**src/rtl/wsd_pkg.sv**
```systemverilog
`timescale 1ns / 1ps
`default_nettype none

package wsd_pkg;

    typedef struct packed {
        logic [7:0] in_byte;
        logic       in_end;
    } wsd_in_t;

    typedef struct packed {
        logic [7:0] out_byte;
        logic       byte_valid;
        logic [3:0] frame_opcode;
        logic       frame_end;
        logic [1:0] status;
    } wsd_out_t;

    localparam logic [1:0] ST_OK           = 2'd0;
    localparam logic [1:0] ST_HDR_TRUNC    = 2'd1;
    localparam logic [1:0] ST_PAYLOAD_TRUNC = 2'd2;
    localparam logic [1:0] ST_OVER_LIMIT   = 2'd3;

    localparam logic [6:0] LEN_CODE_16 = 7'd126;
    localparam logic [6:0] LEN_CODE_64 = 7'd127;

    localparam logic [3:0] EXT_BYTES_16 = 4'd2;
    localparam logic [3:0] EXT_BYTES_64 = 4'd8;
    localparam logic [3:0] KEY_BYTES    = 4'd4;

    localparam logic [31:0] MAX_LEN_RESET = 32'hFFFF_FFFF;

endpackage

`default_nettype wire

```
**src/rtl/wsd_parser.sv**
```systemverilog
`timescale 1ns / 1ps
`default_nettype none

module wsd_parser (
    input  wire logic             clk,
    input  wire logic             rst_n,
    input  wire logic             accept,
    input  wire wsd_pkg::wsd_in_t item,
    input  wire logic [31:0]      max_len,
    output logic                  res_valid,
    output wsd_pkg::wsd_out_t     res
);

    typedef enum logic [4:0] {
        PH_START = 5'b00001,
        PH_LEN   = 5'b00010,
        PH_EXT   = 5'b00100,
        PH_KEY   = 5'b01000,
        PH_DATA  = 5'b10000
    } phase_t;

    phase_t      phase_reg, phase_next;
    logic [3:0]  opcode_reg, opcode_next;
    logic        mask_reg, mask_next;
    logic [6:0]  code_reg, code_next;
    logic [3:0]  cnt_reg, cnt_next;
    // holds the payload length, then counts down the bytes still due
    logic [63:0] len_reg, len_next;
    logic [31:0] key_reg, key_next;
    logic [1:0]  idx_reg, idx_next;

    logic        emit;
    logic        hdr_done;
    logic        enter;
    logic [63:0] ext_len;
    logic [3:0]  cnt_inc;
    logic [3:0]  need;
    logic [7:0]  key_byte;
    logic        last;
    logic [7:0]  b;

    assign b       = item.in_byte;
    assign last    = item.in_end;
    assign ext_len = {len_reg[55:0], b};
    assign cnt_inc = cnt_reg + 4'd1;
    assign need    = (code_reg == wsd_pkg::LEN_CODE_64) ? wsd_pkg::EXT_BYTES_64
                                                        : wsd_pkg::EXT_BYTES_16;

    always_comb
    begin
        case (idx_reg)
            2'd0:    key_byte = key_reg[31:24];
            2'd1:    key_byte = key_reg[23:16];
            2'd2:    key_byte = key_reg[15:8];
            default: key_byte = key_reg[7:0];
        endcase
    end

    always_comb
    begin
        phase_next  = phase_reg;
        opcode_next = opcode_reg;
        mask_next   = mask_reg;
        code_next   = code_reg;
        cnt_next    = cnt_reg;
        len_next    = len_reg;
        key_next    = key_reg;
        idx_next    = idx_reg;
        emit        = 1'b0;
        hdr_done    = 1'b0;
        enter       = 1'b0;
        res         = '0;

        unique case (phase_reg)
            PH_LEN:
            begin
                mask_next = b[7];
                code_next = b[6:0];
                cnt_next  = 4'd0;
                if (b[6:0] == wsd_pkg::LEN_CODE_16 || b[6:0] == wsd_pkg::LEN_CODE_64)
                begin
                    len_next   = '0;
                    phase_next = PH_EXT;
                    if (last)
                    begin
                        emit       = 1'b1;
                        res.status = wsd_pkg::ST_HDR_TRUNC;
                    end
                end
                else
                begin
                    len_next = {57'd0, b[6:0]};
                    hdr_done = 1'b1;
                end
            end

            PH_EXT:
            begin
                len_next = ext_len;
                cnt_next = cnt_inc;
                if (cnt_inc < need)
                begin
                    if (last)
                    begin
                        emit       = 1'b1;
                        res.status = wsd_pkg::ST_HDR_TRUNC;
                    end
                end
                else if (code_reg == wsd_pkg::LEN_CODE_64
                         && (|ext_len[63:32] || ext_len[31:0] > max_len))
                begin
                    emit       = 1'b1;
                    res.status = wsd_pkg::ST_OVER_LIMIT;
                end
                else
                begin
                    hdr_done = 1'b1;
                end
            end

            PH_KEY:
            begin
                key_next = {key_reg[23:0], b};
                cnt_next = cnt_inc;
                if (cnt_inc < wsd_pkg::KEY_BYTES)
                begin
                    if (last)
                    begin
                        emit       = 1'b1;
                        res.status = wsd_pkg::ST_HDR_TRUNC;
                    end
                end
                else
                begin
                    enter = 1'b1;
                end
            end

            PH_DATA:
            begin
                emit           = 1'b1;
                res.byte_valid = 1'b1;
                res.out_byte   = mask_reg ? (b ^ key_byte) : b;
                idx_next       = idx_reg + 2'd1;
                len_next       = len_reg - 64'd1;
                if (len_reg == 64'd1)
                begin
                    res.frame_end = 1'b1;
                end
                else if (last)
                begin
                    res.frame_end = 1'b1;
                    res.status    = wsd_pkg::ST_PAYLOAD_TRUNC;
                end
            end

            default:
            begin
                opcode_next = b[3:0];
                phase_next  = PH_LEN;
                if (last)
                begin
                    emit       = 1'b1;
                    res.status = wsd_pkg::ST_HDR_TRUNC;
                end
            end
        endcase

        if (hdr_done)
        begin
            cnt_next = 4'd0;
            if (mask_next)
            begin
                phase_next = PH_KEY;
                if (last)
                begin
                    emit       = 1'b1;
                    res.status = wsd_pkg::ST_HDR_TRUNC;
                end
            end
            else
            begin
                enter = 1'b1;
            end
        end

        if (enter)
        begin
            if (len_next == 64'd0)
            begin
                emit       = 1'b1;
                res.status = wsd_pkg::ST_OK;
            end
            else
            begin
                phase_next = PH_DATA;
                idx_next   = 2'd0;
                if (last)
                begin
                    emit       = 1'b1;
                    res.status = wsd_pkg::ST_PAYLOAD_TRUNC;
                end
            end
        end

        // every result outside the payload closes the frame
        if (phase_reg != PH_DATA)
        begin
            res.frame_end = emit;
        end
        if (emit && res.frame_end)
        begin
            phase_next = PH_START;
        end
        res.frame_opcode = opcode_next;
    end

    assign res_valid = accept & emit;

    always_ff @(posedge clk or negedge rst_n)
    begin
        if (!rst_n)
        begin
            phase_reg  <= PH_START;
            opcode_reg <= '0;
            mask_reg   <= 1'b0;
            code_reg   <= '0;
            cnt_reg    <= '0;
            len_reg    <= '0;
            key_reg    <= '0;
            idx_reg    <= '0;
        end
        else if (accept)
        begin
            phase_reg  <= phase_next;
            opcode_reg <= opcode_next;
            mask_reg   <= mask_next;
            code_reg   <= code_next;
            cnt_reg    <= cnt_next;
            len_reg    <= len_next;
            key_reg    <= key_next;
            idx_reg    <= idx_next;
        end
    end

endmodule

`default_nettype wire

```
**src/rtl/wsd_out_buf.sv**
```systemverilog
`timescale 1ns / 1ps
`default_nettype none

module wsd_out_buf (
    input  wire logic              clk,
    input  wire logic              rst_n,
    input  wire logic              push,
    input  wire wsd_pkg::wsd_out_t push_item,
    output logic                   space,
    output logic                   tx_valid,
    input  wire logic              tx_ready,
    output wsd_pkg::wsd_out_t      tx_item
);

    logic              main_valid_reg;
    wsd_pkg::wsd_out_t main_reg;
    logic              skid_valid_reg;
    wsd_pkg::wsd_out_t skid_reg;

    // push never coincides with a full skid slot
    assign space    = !skid_valid_reg;
    assign tx_valid = main_valid_reg;
    assign tx_item  = main_reg;

    always_ff @(posedge clk or negedge rst_n)
    begin
        if (!rst_n)
        begin
            main_valid_reg <= 1'b0;
            skid_valid_reg <= 1'b0;
        end
        else if (!main_valid_reg || tx_ready)
        begin
            main_valid_reg <= skid_valid_reg | push;
            skid_valid_reg <= 1'b0;
        end
        else if (push)
        begin
            skid_valid_reg <= 1'b1;
        end
    end

    always_ff @(posedge clk)
    begin
        if (!main_valid_reg || tx_ready)
        begin
            main_reg <= skid_valid_reg ? skid_reg : push_item;
        end
        else if (push)
        begin
            skid_reg <= push_item;
        end
    end

endmodule

`default_nettype wire

```
**src/rtl/websocket_frame_deframer_top.sv**
```systemverilog
// Channel   Handshake            Payload
// rx        rx_valid / rx_ready  rx_item   (wsd_in_t: in_byte, in_end)
// tx        tx_valid / tx_ready  tx_item   (wsd_out_t: out_byte, byte_valid, ...)
// cfg       cfg_we               cfg_wdata (max_payload_len)
//
// One byte per cycle while rx_ready is high; the result of a byte is registered in
// the output buffer before it appears on tx. The parse state updates in the same
// cycle as the transaction. rx_ready comes from a register: it drops only while the
// two-entry output buffer is full, so a stall on tx reaches rx once its skid entry fills.
// rst_n is asynchronous; after reset the parser expects the first header byte.
`timescale 1ns / 1ps
`default_nettype none

module websocket_frame_deframer_top (
    input  wire logic              clk,
    input  wire logic              rst_n,
    input  wire logic              rx_valid,
    output logic                   rx_ready,
    input  wire wsd_pkg::wsd_in_t  rx_item,
    output logic                   tx_valid,
    input  wire logic              tx_ready,
    output wsd_pkg::wsd_out_t      tx_item,
    input  wire logic              cfg_we,
    input  wire logic [31:0]       cfg_wdata
);

    logic [31:0]       max_len_q_reg;
    logic              accept;
    logic              res_valid;
    wsd_pkg::wsd_out_t res;

    assign accept = rx_valid & rx_ready;

    always_ff @(posedge clk or negedge rst_n)
    begin
        if (!rst_n)
        begin
            max_len_q_reg <= wsd_pkg::MAX_LEN_RESET;
        end
        else if (cfg_we)
        begin
            max_len_q_reg <= cfg_wdata;
        end
    end

    wsd_parser u_parser (
        .clk       (clk),
        .rst_n     (rst_n),
        .accept    (accept),
        .item      (rx_item),
        .max_len   (max_len_q_reg),
        .res_valid (res_valid),
        .res       (res)
    );

    wsd_out_buf u_out_buf (
        .clk       (clk),
        .rst_n     (rst_n),
        .push      (res_valid),
        .push_item (res),
        .space     (rx_ready),
        .tx_valid  (tx_valid),
        .tx_ready  (tx_ready),
        .tx_item   (tx_item)
    );

endmodule

`default_nettype wire
```
**config.mk**
```make
export PLATFORM = sky130hd
export DESIGN_NAME = websocket_frame_deframer_top
export DESIGN_NICKNAME = d
export VERILOG_FILES = /design/src/rtl/wsd_pkg.sv /design/src/rtl/wsd_parser.sv /design/src/rtl/wsd_out_buf.sv /design/src/rtl/websocket_frame_deframer_top.sv
export SDC_FILE = /design/constraint.sdc
export NUM_CORES = 1
export LEC_CHECK = 0
export BUFFER_PORTS_ARGS = -buffer_cell sky130_fd_sc_hd__buf_2
export CORE_ASPECT_RATIO = 1.1
export CORE_MARGIN = 2
export CORE_UTILIZATION = 55
export DETAILED_ROUTE_END_ITERATION = 16
export PLACE_DENSITY_LB_ADDON = 0.1
export SETUP_SLACK_MARGIN = 0.5
export SYNTH_ARGS = -nofsm -noshare
export SYNTH_HDL_FRONTEND = slang
export SYNTH_SLANG_ARGS = --single-unit
```
**constraint.sdc**
```tcl
create_clock -name clk -period 15.7 [get_ports clk]
set_clock_uncertainty 0.05 [all_clocks]
set_input_delay 1.57 -clock clk [delete_from_list [all_inputs] [get_ports clk]]
set_output_delay 1.57 -clock clk [all_outputs]
set_load 0.05 [all_outputs]
```
Yosys cells after proc, flatten, opt, wreduce, memory -nomap -nowiden:

Index checks and enable logic that the tools add are counted.

* input bits: 46
* flip-flop bits (word level): 185
* output and inout bits: 18
* word-level logic and storage cells: 122

* bitwise logic cells: 5
* order comparisons: 3
* mux-type cells: 60
* equal/unequal tests: 11
* add/subtract/negate cells: 3
* reduce and logical (&&, ||, !) cells: 19

Operators with widths (number)
* 64-bit one-hot mux with 3 select lines: 1
* 64-bit by 1-bit equality test with 1-bit output (second input constant): 1
* 64-bit zero test: 1
* 64-bit by 1-bit subtractor with 64-bit output (second input constant): 1
* 32-bit greater-than comparator: 1
* 32-bit OR reduction: 1
* 5-bit 2-to-1 mux: 6
* 2-bit 2-to-1 mux: 14
* 1-bit 2-to-1 mux: 25
* 8-bit one-hot mux with 3 select lines: 1
* 7-bit equality test (second input constant): 3
* 16-bit 2-to-1 mux: 1
* 4-bit 2-to-1 mux: 3
* 5-bit one-hot mux with 2 select lines: 1
* 9-bit 2-to-1 mux: 1
* 8-bit 2-to-1 mux: 1
* 2-bit one-hot mux with 4 select lines: 1
* 4-bit one-hot mux with 2 select lines: 1
* 2-bit AND reduction: 4
* 8-bit XOR: 1
* 7-bit 2-to-1 mux: 1
* 5-bit by 2-bit equality test with 1-bit output (second input constant): 1
* 5-bit by 3-bit equality test with 1-bit output (second input constant): 1
* 5-bit by 4-bit equality test with 1-bit output (second input constant): 1
* 23 further kinds: 28

Depth between registers and ports, before layout:

Gate-level depths: netlist of the first run.

* depth after elaboration: 15
* mapped depth: 15
* depth with buffers taken out: 13

Hierarchy:

From an unflattened synthesis of the first run, not the netlist that was laid out.

* cells, all modules: 1210
* area, all modules: 11574.9 sq um

Modules (own cells, without submodules)
* wsd_parser: times used 1, area an instance 8902.3 sq um, cells an instance 1082, seq. area each 2979.1 sq um
* websocket_frame_deframer_top: times used 1, area an instance 1391.3 sq um, cells an instance 69, seq. area each 840.8 sq um
* wsd_out_buf: times used 1, area an instance 1281.2 sq um, cells an instance 59, seq. area each 1011.0 sq um

Worst setup path after synthesis of the first run:

OpenSTA, ideal clock, no wires.

* path type: input -> register
* start point: input rx_item[4] in the netlist's numbering
* end point: register u_out_buf.skid_reg[0] in the netlist's numbering, enable pin
* data arrival time: 5494 ps
* data required time: 15236 ps
* path slack: 9742 ps
* cell stages on the path: 12
* library setup time: 414 ps
* path buffers: 1
* path through: clkbuf_1 -> nand4_1 -> o211ai_1 -> a21oi_1 -> or2_2 -> or4_1 -> nor4_1 -> nand3_1 -> nor4_4 -> nand3_4 -> a21o_1 -> a211oi_1

* cells in the longest elaborated chain, start to end: 14
* elaborated cells between the ends (all ways): 26
* those cells by class: order compare (1); eq/ne (2); mux (17); bitwise (1); reduce/logical (5)

RTL lines
* start: declaration: line websocket_frame_deframer_top.sv:19 `input wire wsd_pkg::wsd_in_t rx_item,`
* 32-bit greater-than comparator: line wsd_parser.sv:110 `&& (|ext_len[63:32] || ext_len[31:0] > max_len))`
* 1-bit logical OR: line wsd_parser.sv:110
* 1-bit logical AND: line wsd_parser.sv:110
* 1-bit 2-to-1 mux: line wsd_parser.sv:109 `else if (code_reg == wsd_pkg::LEN_CODE_64`
* 1-bit 2-to-1 mux: line wsd_parser.sv:101 `if (cnt_inc < need)`
* 1-bit one-hot mux with 4 select lines: line wsd_parser.sv:74 `unique case (phase_reg)`
* 1-bit 2-to-1 mux: line wsd_parser.sv:175 `if (last)`
* 1-bit 2-to-1 mux: line wsd_parser.sv:172 `if (mask_next)`
* 1-bit 2-to-1 mux: line wsd_parser.sv:169 `if (hdr_done)`
* 1-bit 2-to-1 mux: line wsd_parser.sv:198 `if (last)`
* 1-bit 2-to-1 mux: line wsd_parser.sv:189 `if (len_next == 64'd0)`
* 1-bit 2-to-1 mux *: line wsd_parser.sv:187 `if (enter)`
* 1-bit AND *: line wsd_parser.sv:218 `assign res_valid = accept & emit;`
* 2-bit AND reduction (no source line) *
* end signal: assignment: line wsd_out_buf.sv:51 `skid_reg <= push_item;`
* end: declaration: line wsd_out_buf.sv:18 `wsd_pkg::wsd_out_t skid_reg;`

Mark *: on every way between the ends. The rest lies on a longest branch, timed or not.
A chain may end at the register's enable or synchronous reset.

Worst setup path in the final report of the first run:

* start point: input rx_item[4] in the netlist's numbering
* end point: register u_out_buf.skid_reg[12] in the netlist's numbering, enable pin

Same word-level chain as after synthesis.

==> results of run 1 <==
-- synthesized netlist by cell type, drive strengths merged, types with 16 or more instances --
cell and instances:
a21oi 44, a22oi 17, buf 16, clkbuf 87, dfrtp 120, dfstp 33
edfxtp 32, ha 40, inv 50, mux2 48, nand2 204, nand3 33
nand4 27, nor2 71, nor3 48, nor4 42, o21ai 130, o31ai 17
or4 18, xor2 16
-- cell type report --
type / count / area share [%]
sequential: 185 / 38.1
tap: 285 / 2.81
inverter: 50 / 1.48
timing repair buffer: 75 / 3.25
clock buffer: 18 / 3.55
multi-input combinational: 975 / 49.4
clock inverter: 14 / 1.43
-- power groups by stage --
stage | Clock [mW] | Combinational [mW] | Sequential [mW]
3_3_place_gp | 0 | 0.639 | 0.677
4_1_cts | 0.466 | 0.647 | 0.670
6_report | 0.461 | 0.657 | 0.675
2_1_floorplan | 0 | 0.455 | 0.675
3_5_place_dp | 0 | 0.643 | 0.677
5_1_grt | 0.484 | 0.713 | 0.683
-- worst paths after layout --
check | startpoint | end | slack (ps) | cells past startpoint
setup reg to reg | u_parser.len_reg[2] | u_out_buf.skid_reg[12] | 10270 | 12
min in group asynchronous | rst_n | u_parser.len_reg[31] | 1200 | 1
hold / removal | u_parser.opcode_reg[2] | u_parser.opcode_reg[2] | 430 | 2
max in group asynchronous | rst_n | u_parser.phase_reg[4] | 13120 | 2
setup / recovery | rx_item[4] | u_out_buf.skid_reg[12] | 10210 | 13
hold reg to reg | u_parser.opcode_reg[2] | u_parser.opcode_reg[2] | 430 | 2
-- per-layer routing --
metal | up-vias | routed length [um] | GRT usage (%)
li1 | 4824 | - | -
met1 | 5016 | 15000 | 45.5
met2 | 513 | 16200 | 50.4
met3 | 112 | 2750 | 5.32
met4 | 0 | 1420 | 13.4
met5 | - | 0 | 0
-- metrics by stage --
step	hold slack, ps	worst slack (ps)	power (mW)	instance area (um2)	utilization [%]
2_1_floorplan	390	9740	1.13	11700	-
3_3_place_gp	405	9900	1.32	12100	58.2
3_5_place_dp	410	9770	1.32	12100	58.2
4_1_cts	429	10230	1.78	12700	61.2
5_1_grt	466	9890	1.88	12700	61.2
6_report	431	10210	1.79	12700	61.2
-- critical path: stages --
cell,delay (ps)
buf_2,210
nand4_1,170
o211ai_1,440
a21oi_1,150
or2_2,310
or4_1,470
nor4_1,300
nand3_1,220
nor4_4,360
nand3_4,160
a21o_1,220
a211oi_2,680
buf_4,310
-- cell families after synthesis --
logic type      share of synthesized area (%)
fa+ha+maj                                4.28
mux                                      5.52
xor+xnor                                 2.10
simple gates                             23.1
compound gates                           18.4
flops                                    41.4
buf+inv                                  5.19
==> metrics.yaml, run 1 <==
status: "finished, final reports clean"
die_x_um: 143
track_usage_pct: 32.6
crit_fanout: 9
vias_per_cell: 6.53
cts_resized: 0
final_common_cell: "nand2_1"
synthArstFlopShare_pct: 82.7
detailedRoute.firstIterationViolations: 1300
antenna_found_initial: 0
worstPathArrival_ps: 5590
synth_area_per_cell_um2: 8.90
pwr-share-comb_pct: 36.7
seqCellArea_mm2: 0.00483
endpoint_kind: "flip-flop"
synth_largest_area_cell: "dfrtp_1"
final_cells: 1602
nNetsFinal: 1390
avgRoutedWirePerCell_um: 22.1
grt_pass1_wl_um: 56400
drc: 0
grt_max_degree: 102
hold_viol: 0
io_pins: 64
diodes: 0
synth_edf_count: 32
fin_crit_ps: 5490
cts_setup_buffers: 0
worstHoldPathType: "reg2reg"
grt_pass1_vias: 10000
cts_made_buffers: 17
cts_hold_buf: 0
rows: 55
maxSlewHeadroom_pct: 29.2
criticalPathCategory: "in2reg"
post_route_cells_drive_above_1_share_pct: 16.9
die_h_um: 157
ys_seq_area_share_pct: 41.4
sw_frac_of_total_pct: 43.2
p_int_mw: 1.02
ir_drop_uv: 101
finalSetupTns_ps: 0
ys_ff_latch: 185
power.density_mw_per_mm2: 141
cp-start-kind: "primary input"
cts-root-buf: "clkbuf_16"
gp_congestion: 0.977
ys_types: 84
dieArea_mm2: 0.0224
layout-area-overhead-vs-synth_pct: 8.58
synth_top_area_share_pct: 25.7
dpl.cell_count: 1570
start_util_pct: 56.4
critPathRequiredTime_ps: 15810
timing.fmax_mhz: 182
worst_pin_slew_ps: 1060
seq_power_share_pct: 37.6
p_sw_mw: 0.774
insertion_delay_ps: 450
fill_cells: 1821
ant_nets: 0
rsz0062_at_grt: "no"
clkSlewWorstSetupHoldPaths_ps: 80
setup_violations: 0
cts_buffer_depth: 2
dp_hpwl_um: 24100
cts_tree: "built"
core-area_mm2: 0.0207
first_pass_iters: 6
overflow: 0
clockPowerShare_pct: 25.7
portBuffers: 63
htree_levels: 4
netlist_area_mm2: 0.0117
wl_um: 35400
synthCells: 1313
syn_nets: 1399
drv_slew: 0
vias: 10500
synth_flop_cell: "dfrtp_1"
synth_area_leaders: "dfrtp_1 (26%), edfxtp_1 (8.2%), dfstp_2 (7.4%)"
cap_violations: 0
cts.sinks: 185
yosysWarningCount: 0
layout_common_cells: "nand2_1 (201), o21ai_0 (127), dfrtp_1 (120)"
multi_input_area_mm2: 0.00626
fin_crit_sh_pct: 34.9
p_leak_nw: 5.41
largest_register_ffs: 64
Power figures use the tool's default switching activity.
==> run 2, diff against run 1 <==
--- a/config.mk
+++ b/config.mk
@@ -5,6 +5,7 @@
 export SDC_FILE = /design/constraint.sdc
 export NUM_CORES = 1
 export LEC_CHECK = 0
+export ABC_AREA = 1
 export BUFFER_PORTS_ARGS = -buffer_cell sky130_fd_sc_hd__buf_2
 export CORE_ASPECT_RATIO = 1.1
 export CORE_MARGIN = 2
==> constraint.sdc (replaced) <==
create_clock -name clk -period 4.7 [get_ports clk]
set_clock_uncertainty 0.05 [all_clocks]
set_input_delay 0.47 -clock clk [delete_from_list [all_inputs] [get_ports clk]]
set_output_delay 0.47 -clock clk [all_outputs]
set_load 0.05 [all_outputs]
==> run 2 against run 1 <==
The run now ends with hold timing left. Synthesized cell count grew 28%. Area after synthesis rose by 3.6%. Final area is 4.3% higher. Critical path depth grew 6. Total power rose to 5.7 times the previous value. Count of clock-buffer cells in the layout unchanged. Wire length is 9.6% lower. Sequential share of layout area fell by 1.6 points. Die area grew 3.5%. Critical endpoint is now u_out_buf.skid_reg[4]. Largest power group is now combinational cells. Highest routed layer unchanged.
==> metrics.yaml, run 2 <==
fin_crit_ps: 3740
final_cells: 2026  # +26%
whs_ps: -1.71  # -432 ps
fin_crit_sh_pct: 79.6
seqCellArea_mm2: 0.00483  # unchanged
final_common_cell: "nand2_1"
vias_per_cell: 5.57  # -15%
final_core_utilization_pct: 61.7  # +0.47 points
rsz0062_at_grt: "no"
worst-path-buf-inv: 3  # +1
synthCells: 1687  # +28%
synth_edf_count: 32  # unchanged
drc: 0  # unchanged
maxSlewHeadroom_pct: 23.6  # -5.7 points
synth_area_leaders: "dfrtp_1 (25%), nand2_1 (16%), edfxtp_1 (7.9%)"
cts_resized: 0  # unchanged
clkSlewWorstSetupHoldPaths_ps: 80  # about the same
io_pins: 64  # unchanged
die_x_um: 145  # +1.7%
cts-root-buf: "clkbuf_16"
cts_tree: "built"
violations: "hold timing"
fill_cells: 2051  # +13%
die_h_um: 160  # +1.7%
crit_top_cell: "nand2_2"
drv_slew: 0  # unchanged
slowest_stage: "dfrtp_1"
endpoint_kind: "flip-flop"
core-area_mm2: 0.0214  # +3.5%
vias: 11300  # +7.9%
cts_made_buffers: 17  # unchanged
cap_violations: 0  # unchanged
setup_violations: 0  # unchanged
stdcell_area_mm2: 0.0132  # +4.3%
ir_drop_uv: 342  # +240%
ys_ff_latch: 185  # unchanged
overflow: 0  # unchanged
synth_area_per_cell_um2: 7.17  # -19%
gp_congestion: 0.930  # -4.9%
worstHoldPathType: "in2async"
synth_flop_cell: "dfrtp_1"
dieArea_mm2: 0.0232  # +3.5%
cp-start-kind: "flip-flop"
grt_pass1_vias: 10400  # +3.6%
synth_largest_area_cell: "dfrtp_1"
clockPowerShare_pct: 14.7  # -11 points
critPathRequiredTime_ps: 4790  # -11020 ps
rows: 56  # +1.8%
start_util_pct: 56.4  # about the same
layout-area-overhead-vs-synth_pct: 9.37
synth.top_cells.by_count: "nand2_1 (509), nor2_1 (204), o21ai_0 (186), inv_1 (159), nand3_1 (126)"
htree_levels: 4  # unchanged
finalSetupTns_ps: 0  # unchanged
post_route_cells_drive_above_1_share_pct: 12.7  # -4.1 points
cp_top_family: "simple AND/OR/NAND/NOR gates"
dpl.cell_count: 1994  # +27%
sw_frac_of_total_pct: 54.7  # +11 points
p_sw_mw: 5.59  # +620%
worstPathArrival_ps: 3830  # -1760 ps
dp_hpwl_um: 23600  # -2.3%
first_pass_iters: 6  # unchanged
hold_viol: 1  # +1
pwr-share-comb_pct: 56.6  # +20 points
seq_power_share_pct: 28.7  # -8.9 points
diodes: 0  # unchanged
cts_setup_buffers: 0  # unchanged
crit_fanout: 35  # +26
synthMostInstantiatedCell: "nand2_1"
cts_hold_buf: 0  # unchanged
cts_buffer_depth: 2  # unchanged
timing.fmax_mhz: 267
layout_common_cells: "nand2_1 (509), nor2_1 (203), o21ai_0 (186)"
ys_types: 43  # -49%
antenna_found_initial: 0  # unchanged
max_stage_delay_ps: 450  # -230 ps
track_usage_pct: 28.5  # -4.0 points
portBuffers: 63  # unchanged
netlist_area_mm2: 0.0121  # +3.6%
yosysWarningCount: 0  # unchanged
insertion_delay_ps: 450  # about the same
avgRoutedWirePerCell_um: 15.8  # -28%
grt_max_degree: 97  # -4.9%
multi_input_area_mm2: 0.00642  # +2.4%
syn_nets: 1773  # +27%
largest_register_ffs: 64  # unchanged
nNetsFinal: 1809  # +30%
status: "complete, but fails checks"
p_leak_nw: 6.41  # +18%
criticalPathCategory: "reg2reg"
synthArstFlopShare_pct: 82.7  # unchanged
ant_nets: 0  # unchanged
cp_cell_sequence: "nor2_4 > nand3_4 > nand3_2 > inv_2 > buf_4 > a22oi_1 > nand2_1 > nor2_1 > nand2_1 > nor2_1 > nand2_1 > nor2_2 > nand2_2 > nand2_2 > nand2_2 > nand2_4 > nand2_2 > nor2_1 > buf_4"
cts.sinks: 185  # unchanged
ys_seq_area_share_pct: 39.9  # -1.4 points
placed_area_mm2: 0.0126  # +4.7%
detailedRoute.firstIterationViolations: 1131  # -13%
p_int_mw: 4.63  # +350%
synth_top_area_share_pct: 24.8  # -0.88 points
power.density_mw_per_mm2: 772  # +450%
grt_pass1_wl_um: 53600  # -4.9%
wl_um: 32000  # -9.6%
worst_pin_slew_ps: 1140  # +84.8 ps
-- run 2: changes by cell type after synthesis, sizes merged, moves of 38 or more --
cell,before,now
nor3,48,4
mux2,48,10
clkbuf,87,31
nor2,71,238
nor4,42,2
o21ai,130,186
inv,50,162
nand3,33,131
nand2,204,533
-- run 2: worst register-to-register path, delay by kind of cell, from the launching register on --
kind                   cells  cell delay (ps)
AND/OR/NAND/NOR           15             1830
AO/OA/AOI/OAI              1              170
buffers and inverters      3              940
flip-flops                 1              450
-- run 2: area by class of cell --
cell class	count	area share, %
inverter	162	4.61
clock buffer	18	3.24
tap	290	2.74
multi-input combinational	1284	48.5
clock inverter	14	1.40
timing repair buffer	73	3.00
sequential	185	36.5
-- run 2: metrics by stage --
step | worst slack [ps] | power (mW) | hold WS, ps
2_1_floorplan | 1330 | 7.07 | 124
3_3_place_gp | 1130 | 8.57 | 413
3_5_place_dp | 1050 | 8.61 | 422
4_1_cts | 1020 | 10.1 | 54.0
5_1_grt | 628 | 11.1 | 73.6
6_report | 959 | 10.2 | -1.71
-- run 2: power groups by stage --
stage / clock (mW) / sequential [mW] / combinational (mW)
after detailed placement: 0 / 2.94 / 5.67
after floorplan: 0 / 2.94 / 4.13
after global placement: 0 / 2.94 / 5.63
final: 1.50 / 2.94 / 5.78
after CTS: 1.51 / 2.92 / 5.70
after global routing: 1.58 / 3.01 / 6.50
-- run 2: path summary, 6_finish.rpt --
kind | start | cells after the start | slack (ps) | end
max | u_parser.phase_reg[2] | 19 | 960 | u_out_buf.skid_reg[4]
min | rst_n | 1 | -2 | u_parser.key_reg[17]
max reg2reg | u_parser.phase_reg[2] | 19 | 960 | u_out_buf.skid_reg[4]
min reg2reg | u_parser.opcode_reg[3] | 2 | 440 | u_parser.opcode_reg[3]
max in group asynchronous | rst_n | 2 | 3550 | max_len_q_reg[31]
min in group clk | cfg_wdata[2] | 3 | 170 | max_len_q_reg[2]
-- run 2: cell families after synthesis --
| family | count (synthesis) | synth area share (%) |
|---|---|---|
| flip-flops | 185 | 39.9 |
| adder cells (fa/ha/maj) | 40 | 4.14 |
| XOR/XNOR | 4 | 0.290 |
| buffers and inverters | 218 | 7.09 |
| multiplexers | 10 | 0.931 |
| AO/OA/AOI/OAI | 302 | 13.7 |
| AND/OR/NAND/NOR | 928 | 33.9 |
-- run 2: metal layers --
metal	GRT usage, %	share of wire [%]	vias up
li1	-	-	5618
met1	41.0	46	5211
met2	44.4	44	412
met3	5.21	7.6	52
met4	7.89	1.8	0
met5	0	0	-
==> run 3, diff against run 2 <==
--- a/config.mk
+++ b/config.mk
@@ -5,7 +5,7 @@
 export SDC_FILE = /design/constraint.sdc
 export NUM_CORES = 1
 export LEC_CHECK = 0
-export ABC_AREA = 1
+export ABC_AREA = 0
 export BUFFER_PORTS_ARGS = -buffer_cell sky130_fd_sc_hd__buf_2
 export CORE_ASPECT_RATIO = 1.1
 export CORE_MARGIN = 2
==> constraint.sdc (replaced) <==
create_clock -name clk -period 3.9 [get_ports clk]
set_clock_uncertainty 0.05 [all_clocks]
set_input_delay 0.39 -clock clk [delete_from_list [all_inputs] [get_ports clk]]
set_output_delay 0.39 -clock clk [all_outputs]
set_load 0.05 [all_outputs]
==> run 3 against run 2 <==
The run ends with setup timing left. Count of clock-buffer cells in the layout decreased by 1. Utilization increased by 9.8 points. Worst setup slack got worse by 1200 ps. Sequential power decreased by 14%. Global-route usage increased by 8.2 points. Combinational power decreased by 34%.
==> metrics.yaml, run 3 (same netlist as run 1, synthesis figures left out) <==
overflow: 0  # unchanged
final_core_utilization_pct: 71.5  # +9.8 points
power_mw: 8.19  # -20%
critPathRequiredTime_ps: 4010  # -780 ps
startpoint: "u_parser.len_reg[15]"
layout-area-overhead-vs-synth_pct: 26.8
track_usage_pct: 36.7  # +8.2 points
grt_pass1_wl_um: 62700  # +17%
crit_fanout: 9  # -74%
p_leak_nw: 6.63  # +3.4%
reg2reg_slack_ps: -240  # -1200 ps
cts_made_buffers: 17  # unchanged
layout_common_cells: "buf_4 (234), nand2_1 (198), o21ai_0 (127)"
r2r_end: "u_out_buf.skid_reg[13]"
drc: 0  # unchanged
cts_tree: "built"
diodes: 0  # unchanged
finalSetupTns_ps: -3790  # -3790 ps
grt_pass1_vias: 11200  # +8.3%
clkSlewWorstSetupHoldPaths_ps: 80  # about the same
htree_levels: 4  # unchanged
maxSlewHeadroom_pct: 41.7  # +18 points
post_route_cells_drive_above_1_share_pct: 32.4  # +20 points
endpoint_kind: "flip-flop"
rsz0062_at_grt: "yes"
io_pins: 64  # unchanged
final_common_cell: "buf_4"
ir_drop_uv: 378  # +10%
vias_per_cell: 6.31  # +13%
fin_crit_sh_pct: 106  # +27 points
die_h_um: 157  # -1.7%
first_pass_iters: 9  # +3
detailedRoute.firstIterationViolations: 1301  # +15%
start_util_pct: 56.4  # about the same
setup_slack_ps: -239  # -1200 ps
largest_register_ffs: 64  # unchanged
cts_buffer_depth: 2  # unchanged
r2r-start: "u_parser.len_reg[15]"
nNetsFinal: 1621  # -10%
cap_violations: 0  # unchanged
hold_start: "cfg_wdata[25]"
cp-start-kind: "flip-flop"
worstHoldPathType: "in2reg"
rows: 55  # -1.8%
dieArea_mm2: 0.0224  # -3.3%
die_x_um: 143  # -1.7%
hold-path-endpoint: "max_len_q_reg[25]"
violations: "setup timing"
hold_viol: 0  # -1
slowest_stage: "dfrtp_1"
ant_nets: 0  # unchanged
power.density_mw_per_mm2: 553  # -28%
worst_pin_slew_ps: 875  # -269 ps
gp_congestion: 1.02  # +9.8%
insertion_delay_ps: 440  # about the same
worst-path-buf-inv: 3  # unchanged
setup_violations: 18  # +18
fin_crit_ps: 4140  # +398 ps
core-area_mm2: 0.0207  # -3.4%
drv_slew: 0  # unchanged
cts.sinks: 185  # unchanged
antenna_found_initial: 0  # unchanged
criticalPathCategory: "reg2reg"
whs_ps: 98.3  # +100 ps
dp_hpwl_um: 28900  # +23%
cp_top_family: "simple AND/OR/NAND/NOR gates"
worstPathArrival_ps: 4250  # +420 ps
cp_cell_sequence: "nor4_2 > buf_4 > and3_1 > buf_4 > nand3_1 > xnor2_1 > a222oi_1 > and4_1 > nand3_1 > nor4_4 > nand3_4 > a21o_1 > a211oi_4 > buf_6"
timing.fmax_mhz: 242  # -9.6%
vias: 11600  # +2.4%
rr_worst_depth: 14  # -5
avgRoutedWirePerCell_um: 22.1  # +40%
cts-root-buf: "clkbuf_16"
portBuffers: 63  # unchanged
max_stage_delay_ps: 450  # about the same
grt_max_degree: 88  # -9.3%
hold_depth: 3
status: "complete, but fails checks"
wl_um: 40500  # +27%
## run 3: changes by cell type in the layout (fill, tap and decap cells not counted), moves of 17 or more
cell     previous run  this run
nand2_1           509       198
buf_4              10       234
nor2_1            203        70
inv_1             157        49
nand3_1           126        32
o21ai_0           186       127
nor3_1              4        42
mux2_2             10        47
nor4_1              2        26
a22oi_1            35        17
nand4_1             9        27
nor2_4             17         0
## run 3: worst max-delay path by stage
stage	endpoint	slack, ps	cells after the start
floorplan	u_out_buf.skid_reg[0]	-280	13
finish	u_out_buf.skid_reg[13]	-240	14
global placement	u_out_buf.skid_reg[14]	-120	15
detailed placement	u_out_buf.skid_reg[12]	-230	13
global route	u_out_buf.skid_reg[13]	-260	12
CTS	u_out_buf.skid_reg[13]	-120	12
## run 3: routing by layer
| metal | vias up | part of all wire, % | GRT usage, % |
|---|---|---|---|
| met5 | - | 0 | 0 |
| met4 | 0 | 4.2 | 15.0 |
| met3 | 133 | 8.3 | 6.33 |
| met2 | 597 | 47 | 59.7 |
| met1 | 5574 | 40 | 48.7 |
| li1 | 5259 | - | - |
## run 3: report_power, final
part | total [mW] | leakage [nW] | internal, mW | switching, mW
clock | 1.87 | 0.303 | 0.896 | 0.970
combinational | 3.79 | 4.04 | 1.50 | 2.29
sequential | 2.53 | 2.28 | 2.31 | 0.220
## run 3: area by class of cell
type                    instances  area, um2
multi-input cells             975       6590
fillers                      1651       5910
flip-flops and latches        185       4830
repair buffers                306       2210
clock buffers                  17        425
well taps                     285        357
clock inverters                15        204
inverters                      50        188
## run 3: tightest hold or removal path: stages
cell,delay [ps]
buf_2,70
nand2_1,40
o21ai_0,60
## run 3: timing repair
action / in CTS / in global routing
hold buffers: 1 / 0
gates resized for setup: 19 / 35
setup buffers: 4 / 7
endpoints found under the hold margin: 57 / 0
pin swaps: 5 / 5
setup endpoints to repair: 32 / 31
## run 3: through the flow
step           area, um2  setup WS (ps)  cells
2_1_floorplan      11700           -276   1313
3_3_place_gp       13800           -122   1789
3_5_place_dp       13800           -226   1789
4_1_cts            14600           -119   1826
5_1_grt            14800           -256   1833
6_report           14800           -239   1833
